## config.mk

```make
export PLATFORM = sky130hd
export DESIGN_NAME = septic_trajectory_generator
export DESIGN_NICKNAME = d
export VERILOG_FILES = /design/src/rtl/stg_pkg.sv /design/src/rtl/septic_trajectory_generator.sv
export VERILOG_INCLUDE_DIRS = /design/src /design/src/rtl
export SDC_FILE = /design/constraint.sdc
export NUM_CORES = 2
export LEC_CHECK = 0
export BUFFER_PORTS_ARGS = -buffer_cell sky130_fd_sc_hd__buf_2
export CELL_PAD_IN_SITES_DETAIL_PLACEMENT = 1
export CELL_PAD_IN_SITES_GLOBAL_PLACEMENT = 2
export CORE_MARGIN = 1
export CORE_UTILIZATION = 40
export CTS_BUF_LIST = sky130_fd_sc_hd__clkbuf_16
export CTS_CLUSTER_DIAMETER = 60
export CTS_CLUSTER_SIZE = 25
export DETAILED_ROUTE_END_ITERATION = 8
export PLACE_DENSITY = 0.92
export SKIP_LAST_GASP = 1
export SYNTH_ARGS = -nofsm -noshare
export SYNTH_HDL_FRONTEND = slang
export SYNTH_SLANG_ARGS = --single-unit
```

## constraint.sdc

```tcl
create_clock -name i_clk -period 31.6 [get_ports i_clk]
set_input_delay 4.74 -clock i_clk [delete_from_list [all_inputs] [get_ports i_clk]]
set_output_delay 4.74 -clock i_clk [all_outputs]
set_load 0.01 [all_outputs]
```

## src/rtl/septic_trajectory_generator_assert.svh

```systemverilog
// Assertion macros for the septic trajectory generator.
// Used by septic_trajectory_generator.sv; expects i_clk and i_rst_n in scope.
`ifndef SEPTIC_TRAJECTORY_GENERATOR_ASSERT_SVH
`define SEPTIC_TRAJECTORY_GENERATOR_ASSERT_SVH
`ifndef SYNTHESIS
`define STG_ASSERT_IMP(lbl, ante, cons, msg) \
    lbl: assert property (@(posedge i_clk) disable iff (!i_rst_n) (ante) |-> (cons)) \
        else $error(msg);
`define STG_ASSERT_NXT(lbl, ante, cons, msg) \
    lbl: assert property (@(posedge i_clk) disable iff (!i_rst_n) (ante) |=> (cons)) \
        else $error(msg);
`else
`define STG_ASSERT_IMP(lbl, ante, cons, msg)
`define STG_ASSERT_NXT(lbl, ante, cons, msg)
`endif
`endif

```

## src/rtl/stg_pkg.sv

```systemverilog
// Package for the septic trajectory generator: sequencer states, shape codes,
// fixed-point widths, shape polynomial coefficients and output saturation.
package stg_pkg;

    localparam int ACC_W      = 80;   // serial multiplier accumulator
    localparam int MB_W       = 33;   // serial multiplier operand
    localparam int DIV_W      = 64;   // divider dividend / quotient
    localparam int DIV_CNT_W  = 6;
    localparam int SHAPE_BITS = 24;   // shapes and tau are Q24
    localparam int P_W        = 40;   // signed Horner value
    localparam int X_W        = 48;   // scaled magnitude
    localparam int CAP_W      = 41;   // magnitudes clamp at 2^40
    localparam int SAT_W      = 50;   // signed value before saturation

    typedef enum logic [3:0] {
        ST_IDLE,
        ST_INV_DIV,
        ST_INV_END,
        ST_TAU_MUL,
        ST_SHAPE_INIT,
        ST_QMUL,
        ST_QPOST,
        ST_MAG_MUL,
        ST_RATE_MUL,
        ST_RATE_DIV,
        ST_RATE_POST,
        ST_OUT
    } t_state;

    typedef enum logic [1:0] {
        SH_POS,
        SH_VEL,
        SH_ACC
    } t_shape;

    typedef enum logic {
        OP_START = 1'b0,
        OP_TICK  = 1'b1
    } t_op;

    // Coefficient of tau^k in the reduced shape polynomial (k = 0..3).
    function automatic logic signed [12:0] shape_coef(t_shape sh, logic [1:0] k);
        logic signed [12:0] c;
        c = '0;
        unique case (sh)
            SH_POS: begin
                unique case (k)
                    2'd0: c = 13'sd35;
                    2'd1: c = -13'sd84;
                    2'd2: c = 13'sd70;
                    default: c = -13'sd20;
                endcase
            end
            SH_VEL: begin
                unique case (k)
                    2'd0: c = 13'sd140;
                    2'd1: c = -13'sd420;
                    2'd2: c = 13'sd420;
                    default: c = -13'sd140;
                endcase
            end
            default: begin
                unique case (k)
                    2'd0: c = 13'sd420;
                    2'd1: c = -13'sd1680;
                    2'd2: c = 13'sd2100;
                    default: c = -13'sd840;
                endcase
            end
        endcase
        return c;
    endfunction

    // Number of rounded multiplications by tau: three Horner steps plus the
    // trailing power of tau.
    function automatic logic [2:0] shape_steps(t_shape sh);
        logic [2:0] s;
        unique case (sh)
            SH_POS:  s = 3'd7;
            SH_VEL:  s = 3'd6;
            default: s = 3'd5;
        endcase
        return s;
    endfunction

    function automatic logic [31:0] sat32(logic signed [SAT_W-1:0] v);
        logic [31:0] r;
        if ((&v[SAT_W-1:31]) || !(|v[SAT_W-1:31])) begin
            r = v[31:0];
        end else if (v[SAT_W-1]) begin
            r = 32'h8000_0000;
        end else begin
            r = 32'h7FFF_FFFF;
        end
        return r;
    endfunction

endpackage

```

## src/rtl/septic_trajectory_generator.sv

```systemverilog
// One axis of a rest-to-rest seventh-order trajectory generator.
// Depends on stg_pkg and the assertion macros in septic_trajectory_generator_assert.svh.
//
// Usage: the input channel (i_in_valid / o_in_stall) carries one word per
// item. A start word (operation 0) loads a target and a run length N; it is
// dropped when a run is active or N is zero. Each tick word (operation 1)
// yields one result word on the output channel (o_out_valid / i_out_stall):
// position, velocity and acceleration in Q16.16, and a flag on the last sample
// of the run. A tick with no active run returns the rest position.
// The configuration channel (i_cfg_valid / o_cfg_ready) writes the rest
// position; it is taken only while the sequencer is idle and ignored during a run.
// Datapath: all arithmetic runs through one bit-serial shift-add multiplier and
// one restoring divider that retires one quotient bit per cycle. A start word
// runs the 64-step division for 1/N. A running tick performs 18
// multiplications by tau, three multiplications by the span and three
// 64-step rate divisions. An idle tick skips the arithmetic.
// One item at a time.
// A finished result waits in the output register while the next word is
// accepted; the sequencer holds in its output step only while that register
// is full and stalled. Reset (synchronous, active low) empties the block and
// sets the rest position to zero.
`include "septic_trajectory_generator_assert.svh"

module septic_trajectory_generator #(
    parameter int SAMPLE_RATE_HZ = 100,
    parameter int COUNT_WIDTH    = 16
) (
    input  logic        i_clk,
    input  logic        i_rst_n,
    input  logic        i_cfg_valid,
    output logic        o_cfg_ready,
    input  logic [31:0] i_cfg_initial_position,
    input  logic        i_in_valid,
    output logic        o_in_stall,
    input  logic        i_operation,
    input  logic [31:0] i_target_position,
    input  logic [15:0] i_duration_samples,
    output logic        o_out_valid,
    input  logic        i_out_stall,
    output logic [31:0] o_position,
    output logic [31:0] o_velocity,
    output logic [31:0] o_acceleration,
    output logic        o_last_sample
);
    import stg_pkg::*;

    localparam int CW = (COUNT_WIDTH < 16) ? COUNT_WIDTH : 16;
    localparam logic [CAP_W-1:0] MAG_CAP = CAP_W'(1) << (CAP_W - 1);
    localparam logic [ACC_W-1:0] Q_HALF  = ACC_W'(1) << (SHAPE_BITS - 1);

    t_state r_state, n_state;

    // Run state.
    logic          r_running;
    logic [CW-1:0] r_idx;
    logic [CW-1:0] r_len;
    logic [31:0]   r_start;
    logic [31:0]   r_end;
    logic [31:0]   r_inv;

    // Sequencer counters.
    t_shape               r_shape;
    logic [2:0]           r_hk;
    logic                 r_pass;
    logic [DIV_CNT_W-1:0] r_cnt;
    logic                 r_out_valid;

    // Serial datapath.
    logic [ACC_W-1:0]       r_ma;
    logic [MB_W-1:0]        r_mb;
    logic [ACC_W-1:0]       r_acc;
    logic [DIV_W-1:0]       r_dq;
    logic [CW-1:0]          r_rem;
    logic signed [P_W-1:0]  r_p;
    logic [SHAPE_BITS:0]    r_t;
    logic [32:0]            r_dm;
    logic                   r_dneg;
    logic                   r_sneg;
    logic [31:0]            r_pos_res;
    logic [31:0]            r_vel_res;
    logic [31:0]            r_acc_res;
    logic [31:0]            r_o_pos;
    logic [31:0]            r_o_vel;
    logic [31:0]            r_o_acc;
    logic                   r_o_last;

    logic                   in_acc;
    logic                   cfg_wr;
    logic [CW-1:0]          n_in;
    logic                   mul_done;
    logic                   div_last;
    logic                   out_free;
    logic                   last_smp;
    logic [CW:0]            rem_sh;
    logic                   div_ge;
    logic [CW-1:0]          rem_nx;
    logic [SHAPE_BITS:0]    tau_nx;
    logic signed [32:0]     delta;
    logic [ACC_W-1:0]       q_round;
    logic signed [P_W-1:0]  m_q;
    logic signed [P_W-1:0]  p_q;
    logic signed [P_W-1:0]  c_ext;
    logic signed [P_W-1:0]  p_new;
    logic [P_W-1:0]         p_new_mag;
    logic signed [P_W-1:0]  c_init;
    logic [P_W-1:0]         c_init_mag;
    logic                   hk_last;
    logic [X_W-1:0]         m_mag;
    logic signed [SAT_W-1:0] pos_sum;
    logic [CAP_W-1:0]       rate_res;
    logic signed [SAT_W-1:0] rate_val;

    assign in_acc   = i_in_valid && !o_in_stall;
    assign cfg_wr   = i_cfg_valid && o_cfg_ready;
    assign n_in     = i_duration_samples[CW-1:0];
    assign mul_done = (r_mb == '0);
    assign div_last = (r_cnt == DIV_CNT_W'(DIV_W - 1));
    assign out_free = !r_out_valid || !i_out_stall;
    assign last_smp = r_running && (({1'b0, r_idx} + (CW+1)'(1)) >= {1'b0, r_len});

    // One restoring division step.
    assign rem_sh = {r_rem, r_dq[DIV_W-1]};
    assign div_ge = (rem_sh >= {1'b0, r_len});
    assign rem_nx = div_ge ? CW'(rem_sh - {1'b0, r_len}) : rem_sh[CW-1:0];

    assign tau_nx = (r_acc[ACC_W-1:8] > (ACC_W-8)'(1 << SHAPE_BITS))
                    ? (SHAPE_BITS+1)'(1 << SHAPE_BITS) : r_acc[8 +: SHAPE_BITS+1];
    assign delta  = $signed({r_end[31], r_end}) - $signed({r_start[31], r_start});

    // Rounded product by tau, sign restored, then the next Horner coefficient.
    assign q_round   = r_acc + Q_HALF;
    assign m_q       = $signed(q_round[SHAPE_BITS +: P_W]);
    assign p_q       = r_p[P_W-1] ? -m_q : m_q;
    assign c_ext     = P_W'(shape_coef(r_shape, 2'(3'd2 - r_hk)));
    assign p_new     = (r_hk < 3'd3) ? p_q + (c_ext <<< SHAPE_BITS) : p_q;
    assign p_new_mag = p_new[P_W-1] ? P_W'(-p_new) : P_W'(p_new);
    assign hk_last   = (3'(r_hk + 3'd1) == shape_steps(r_shape));
    assign c_init    = P_W'(shape_coef(r_shape, 2'd3)) <<< SHAPE_BITS;
    assign c_init_mag = c_init[P_W-1] ? P_W'(-c_init) : P_W'(c_init);

    assign m_mag   = q_round[SHAPE_BITS +: X_W];
    assign pos_sum = SAT_W'($signed(r_start))
                     + ((r_dneg ^ r_sneg) ? -$signed(SAT_W'(m_mag)) : $signed(SAT_W'(m_mag)));

    assign rate_res = (r_dq > DIV_W'(MAG_CAP)) ? MAG_CAP : r_dq[CAP_W-1:0];
    assign rate_val = (r_dneg ^ r_sneg) ? -$signed(SAT_W'(rate_res)) : $signed(SAT_W'(rate_res));

    // Next state.
    always_comb begin
        n_state = r_state;
        unique case (r_state)
            ST_IDLE: begin
                if (in_acc) begin
                    if (t_op'(i_operation) == OP_START) begin
                        if (!r_running && (n_in != '0)) begin
                            n_state = ST_INV_DIV;
                        end
                    end else if (r_running) begin
                        n_state = ST_TAU_MUL;
                    end else begin
                        n_state = ST_OUT;
                    end
                end
            end
            ST_INV_DIV:    if (div_last) n_state = ST_INV_END;
            ST_INV_END:    n_state = ST_IDLE;
            ST_TAU_MUL:    if (mul_done) n_state = ST_SHAPE_INIT;
            ST_SHAPE_INIT: n_state = ST_QMUL;
            ST_QMUL:       if (mul_done) n_state = ST_QPOST;
            ST_QPOST:      n_state = hk_last ? ST_MAG_MUL : ST_QMUL;
            ST_MAG_MUL: begin
                if (mul_done) begin
                    n_state = (r_shape == SH_POS) ? ST_SHAPE_INIT : ST_RATE_MUL;
                end
            end
            ST_RATE_MUL:   if (mul_done) n_state = ST_RATE_DIV;
            ST_RATE_DIV:   if (div_last) n_state = ST_RATE_POST;
            ST_RATE_POST: begin
                if (r_pass) begin
                    n_state = ST_RATE_MUL;
                end else if (r_shape == SH_VEL) begin
                    n_state = ST_SHAPE_INIT;
                end else begin
                    n_state = ST_OUT;
                end
            end
            ST_OUT:        if (out_free) n_state = ST_IDLE;
            default:       n_state = ST_IDLE;
        endcase
    end

    // Handshake outputs.
    always_comb begin
        o_in_stall  = (r_state != ST_IDLE);
        o_cfg_ready = (r_state == ST_IDLE);
    end

    // Control and run state.
    always_ff @(posedge i_clk) begin
        if (!i_rst_n) begin
            r_state     <= ST_IDLE;
            r_running   <= 1'b0;
            r_idx       <= '0;
            r_len       <= '0;
            r_start     <= '0;
            r_end       <= '0;
            r_inv       <= '0;
            r_shape     <= SH_POS;
            r_hk        <= '0;
            r_pass      <= 1'b0;
            r_cnt       <= '0;
            r_out_valid <= 1'b0;
        end else begin
            r_state <= n_state;
            if (cfg_wr && !r_running) begin
                r_start <= i_cfg_initial_position;
            end
            if ((r_state == ST_OUT) && out_free) begin
                r_out_valid <= 1'b1;
            end else if (!i_out_stall) begin
                r_out_valid <= 1'b0;
            end
            unique case (r_state)
                ST_IDLE: begin
                    if (in_acc && (t_op'(i_operation) == OP_START)
                        && !r_running && (n_in != '0)) begin
                        r_len     <= n_in;
                        r_end     <= i_target_position;
                        r_idx     <= '0;
                        r_running <= 1'b1;
                        r_cnt     <= '0;
                    end
                end
                ST_INV_DIV: r_cnt <= r_cnt + DIV_CNT_W'(1);
                ST_INV_END: begin
                    // With N = 1 the reciprocal 2^32 does not fit; it clamps.
                    r_inv <= (r_len == CW'(1)) ? 32'hFFFF_FFFF : r_dq[31:0];
                end
                ST_TAU_MUL: if (mul_done) r_shape <= SH_POS;
                ST_SHAPE_INIT: r_hk <= '0;
                ST_QPOST: r_hk <= 3'(r_hk + 3'd1);
                ST_MAG_MUL: begin
                    if (mul_done) begin
                        if (r_shape == SH_POS) begin
                            r_shape <= SH_VEL;
                        end else begin
                            r_pass <= (r_shape == SH_ACC);
                        end
                    end
                end
                ST_RATE_MUL: if (mul_done) r_cnt <= '0;
                ST_RATE_DIV: r_cnt <= r_cnt + DIV_CNT_W'(1);
                ST_RATE_POST: begin
                    if (r_pass) begin
                        r_pass <= 1'b0;
                    end else if (r_shape == SH_VEL) begin
                        r_shape <= SH_ACC;
                    end
                end
                ST_OUT: begin
                    if (out_free) begin
                        if (r_running) begin
                            if (last_smp) begin
                                r_start   <= r_end;
                                r_idx     <= '0;
                                r_running <= 1'b0;
                            end else begin
                                r_idx <= r_idx + CW'(1);
                            end
                        end
                    end
                end
                default: ;
            endcase
        end
    end

    // Serial datapath and result words.
    always_ff @(posedge i_clk) begin
        unique case (r_state) inside
            ST_IDLE: begin
                if (in_acc) begin
                    r_dq  <= DIV_W'(1) << 32;
                    r_rem <= '0;
                    r_ma  <= ACC_W'(r_inv);
                    r_mb  <= MB_W'(r_idx);
                    r_acc <= '0;
                    r_pos_res <= r_start;
                    r_vel_res <= '0;
                    r_acc_res <= '0;
                end
            end
            ST_INV_DIV, ST_RATE_DIV: begin
                r_rem <= rem_nx;
                r_dq  <= {r_dq[DIV_W-2:0], div_ge};
            end
            ST_TAU_MUL, ST_QMUL, ST_MAG_MUL, ST_RATE_MUL: begin
                if (!mul_done) begin
                    if (r_mb[0]) begin
                        r_acc <= r_acc + r_ma;
                    end
                    r_ma <= {r_ma[ACC_W-2:0], 1'b0};
                    r_mb <= {1'b0, r_mb[MB_W-1:1]};
                end else if (r_state == ST_TAU_MUL) begin
                    r_t    <= tau_nx;
                    r_dneg <= delta[32];
                    r_dm   <= delta[32] ? 33'(-delta) : 33'(delta);
                end else if (r_state == ST_MAG_MUL) begin
                    if (r_shape == SH_POS) begin
                        r_pos_res <= sat32(pos_sum);
                    end else begin
                        r_ma  <= ACC_W'(m_mag);
                        r_mb  <= MB_W'(SAMPLE_RATE_HZ);
                        r_acc <= '0;
                    end
                end else if (r_state == ST_RATE_MUL) begin
                    // Rounded x * rate / N in one division.
                    r_dq  <= r_acc[DIV_W-1:0] + DIV_W'(r_len >> 1);
                    r_rem <= '0;
                end
            end
            ST_SHAPE_INIT: begin
                r_p   <= c_init;
                r_ma  <= ACC_W'(c_init_mag);
                r_mb  <= MB_W'(r_t);
                r_acc <= '0;
            end
            ST_QPOST: begin
                r_p   <= p_new;
                r_ma  <= ACC_W'(p_new_mag);
                r_mb  <= hk_last ? r_dm : MB_W'(r_t);
                r_acc <= '0;
                if (hk_last) begin
                    r_sneg <= p_new[P_W-1];
                end
            end
            ST_RATE_POST: begin
                if (r_pass) begin
                    r_ma  <= ACC_W'(rate_res);
                    r_mb  <= MB_W'(SAMPLE_RATE_HZ);
                    r_acc <= '0;
                end else if (r_shape == SH_VEL) begin
                    r_vel_res <= sat32(rate_val);
                end else begin
                    r_acc_res <= sat32(rate_val);
                end
            end
            ST_OUT: begin
                if (out_free) begin
                    r_o_pos  <= r_pos_res;
                    r_o_vel  <= r_vel_res;
                    r_o_acc  <= r_acc_res;
                    r_o_last <= last_smp;
                end
            end
            default: ;
        endcase
    end

    assign o_out_valid    = r_out_valid;
    assign o_position     = r_o_pos;
    assign o_velocity     = r_o_vel;
    assign o_acceleration = r_o_acc;
    assign o_last_sample  = r_o_last;

    `STG_ASSERT_IMP(a_idle_index, !r_running, r_idx == '0, "step index set outside a run")
    `STG_ASSERT_IMP(a_index_range, r_running, r_idx < r_len, "step index beyond run length")
    `STG_ASSERT_IMP(a_rem_range, r_state == ST_RATE_DIV, r_rem < r_len, "divider remainder too big")
    `STG_ASSERT_NXT(a_last_ends, (r_state == ST_OUT) && out_free && last_smp, !r_running,
                    "run still active after last sample")

endmodule

```

==> results.py <==
metrics = {
    "power_and_ir_drop": {
        "p_clk_frac": 0.168,
        "ir_drop_mv": 0.0736,
        "p_switching_mw": 2.93,
        "swShare": 0.485,
        "power_density_mw_per_mm2": 118,
        "internal_power_mw": 3.11,
        "p_leak_nw": 19.6,
        "seqPwrFrac": 0.299,
        "p_total_mw": 6.04,
        "combPwrFrac": 0.533,
    },
    "synth": {
        "synth_fp_nets": 5366,
        "synth-edff-count": 527,
        "postSynth.asyncResetShare": 0,
        "ys_top_cells_by_area": "edfxtp_1 34%, ha_1 6.4%, dfxtp_1 6.4%",
        "synth-main-ff-cell": "edfxtp_1",
        "syn-mean-instance-area_um2": 9.12,
        "yosysWarnings": 0,
        "yosysMostFrequentCell": "edfxtp_1",
        "synth_commonest_cells": "527 x edfxtp_1, 510 x nand2_1, 468 x nor2_1",
        "netlist.area_leader.share": 0.344,
        "post-synth-top-area-cell": "edfxtp_1",
        "ys_ff_latch": 673,
        "synthDistinctLibCells": 93,
        "yosysSeqAreaShare": 0.408,
        "syn-cell-area_mm2": 0.0460,
        "synth_cells": 5039,
    },
    "critical_path": {
        "endpoint_kind": "flop",
        "worstSetupPathType": "flop to flop",
        "slowest_stage": "nand2_1",
        "cp.required_ns": 32.11,
        "crit_path_start_kind": "flop",
        "critPathMaxFanout": 31,
        "cp_common_cell": "nor2_1",
        "arrival_ns": 9.28,
        "slowest_delay_ns": 0.85,
    },
    "final_layout": {
        "antennaDiodeCount": 0,
        "num-fill-cells": 13000,
        "area_growth_pct": 11.4,
        "layout.nets": 5406,
        "drive_gt1_frac": 0.103,
    },
    "global_route": {
        "grt_antenna_before_repair": 2,
        "grt_overflow": 0,
        "grt_pass1_vias": 42100,
        "grt_first_pass_wirelength_um": 263000,
        "track_usage": 0.292,
        "grt_max_degree": 69,
    },
    "cts": {
        "cts_tree": "yes",
        "holdBufCountCts": 0,
        "clkTransAtPathRegs_ns": 0.06,
        "htreeDepth": 3,
        "clk_latency_ns": 0.69,
        "cts.sinks": 673,
        "post-cts-setup-buffers": 0,
        "cts_buffer_depth": 3,
        "cts_resized": 0,
        "cts_buffers": 80,
        "clock-root-buffer": "clkbuf_16",
    },
    "die": {
        "fp.dieH_um": 341,
        "dieArea_mm2": 0.116,
        "ioPinCount": 186,
        "fp-row-count": 123,
        "start_util": 0.406,
        "core-area_mm2": 0.113,
        "die_w_um": 341,
    },
    "drt": {
        "routed_wl_um": 173000,
        "drtIter0Drc": 3605,
        "postRouteAntennaNets": 0,
        "drc": 0,
        "wl_per_cell_um": 26.0,
        "dr.pass1.iters": 6,
        "via_count": 41400,
        "vias_per_cell": 6.23,
    },
    "timing": {
        "finalSetupTns_ns": 0,
        "rsz0062_at_grt": "no",
        "setup_viol": 0,
        "slew-limit-headroom": 0.109,
        "fin_crit_ns": 8.78,
        "tightestPinTransition_ns": 1.33,
        "fin_crit_sh": 0.278,
        "hold_violations": 0,
        "fin_skew_ns": 0.0602,
        "fmax_mhz": 114,
        "drv_slew": 0,
    },
    "placement": {
        "io_buffer_count": 185,
        "hpwl_um": 130000,
        "gp_congestion": 0.988,
    },
    "min_path": {
        "hp-class": "flop to flop",
    },
    "outcome": {
        "status": "finished clean",
    },
    "job": {
        "drv_cap": 0,
    },
}
-- state kept, by name, summed over array words and instances (netlist names), 25 cells and up --
signal          flops
r_start            32
r_pos_res          32
r_end              32
o_velocity         32
r_dm               33
r_ma               80
r_inv              32
o_position         32
r_acc              80
r_t                25
r_mb               33
r_vel_res          32
o_acceleration     32
r_dq               64
r_acc_res          32
-- cell type report --
class | instances | area [µm²] | area share
clock buffers | 84 | 2100 | 0.0411
clock inverters | 66 | 832 | 0.0163
inverters | 155 | 583 | 0.0114
multi-input cells | 3923 | 25700 | 0.501
flip-flops and latches | 673 | 18700 | 0.366
well taps | 1500 | 1880 | 0.0367
repair buffers | 246 | 1380 | 0.0270
-- path summary, 6_finish.rpt --
kind                           start                       end  slack (ns)  cells past startpoint
max          r_acc[23]$_SDFFCE_PN0P_   r_pos_res[23]$_DFFE_PP_       22.82                     27
min          r_pos_res[17]$_DFFE_PP_  o_position[17]$_DFFE_PP_        0.40                      0
max reg2reg  r_acc[23]$_SDFFCE_PN0P_   r_pos_res[23]$_DFFE_PP_       22.82                     27
min reg2reg  r_pos_res[17]$_DFFE_PP_  o_position[17]$_DFFE_PP_        0.40                      0
-- routing by layer --
metal,wire length (µm),vias to the layer above,GRT usage
met5,12,-,0
met4,8880,2,0.134
met3,10600,401,0.0452
met2,81500,1442,0.485
met1,71700,20700,0.372
li1,-,18900,-
-- cells in the final DEF (no fill, tap or decap), drive strengths merged, types with 135 or more instances in the layout --
master | synthesis | routed
edfxtp | 527 | 527
buf | 48 | 246
xor2 | 171 | 171
a21o | 135 | 135
inv | 153 | 185
ha | 235 | 235
xnor2 | 257 | 257
a21oi | 353 | 353
nand2 | 510 | 510
dfxtp | 146 | 146
nor2 | 468 | 468
o21ai | 350 | 350
-- critical path: cells and delay by family (launching register included) --
family,cells,cell delay [ns]
muxes,1,0.27
adders and majority gates,3,1.03
AOI/OAI and AO/OA,5,1.44
DFF,1,0.55
xor gates and xnor gates,3,0.65
and+or+nand+nor,15,4.63
-- stage by stage --
step | instance area (µm²) | utilization | instances | setup WS (ns) | hold WS, ns
after global placement | 48300 | 0.426 | 6497 | 23.27 | 0.402
after detailed placement | 48300 | 0.426 | 6497 | 23.08 | 0.406
after global routing | 51200 | 0.452 | 6647 | 22.34 | 0.417
after floorplan | 46000 | - | 5039 | 6.04 | 0.400
after CTS | 51200 | 0.452 | 6647 | 22.98 | 0.397
final | 51200 | 0.452 | 6647 | 22.82 | 0.403
-- cells by family after synthesis --
| group | count (synthesis) | synth area share |
|---|---|---|
| muxes | 66 | 0.0145 |
| xor gates and xnor gates | 429 | 0.0820 |
| AOI/OAI and AO/OA | 1417 | 0.205 |
| DFF | 673 | 0.408 |
| and+or+nand+nor | 1770 | 0.187 |
| adders and majority gates | 241 | 0.0666 |
| buffers and inverters | 443 | 0.0371 |
-- power groups by stage --
stage	Clock [mW]	Combinational [mW]	Sequential, mW
6_report	1.01	3.22	1.81
5_1_grt	1.06	3.49	1.82
4_1_cts	1.03	3.18	1.79
3_5_place_dp	0	3.15	1.80
3_3_place_gp	0	3.07	1.80
2_1_floorplan	0	2.30	1.65
Note: power is estimated with default switching activity, not from simulation.
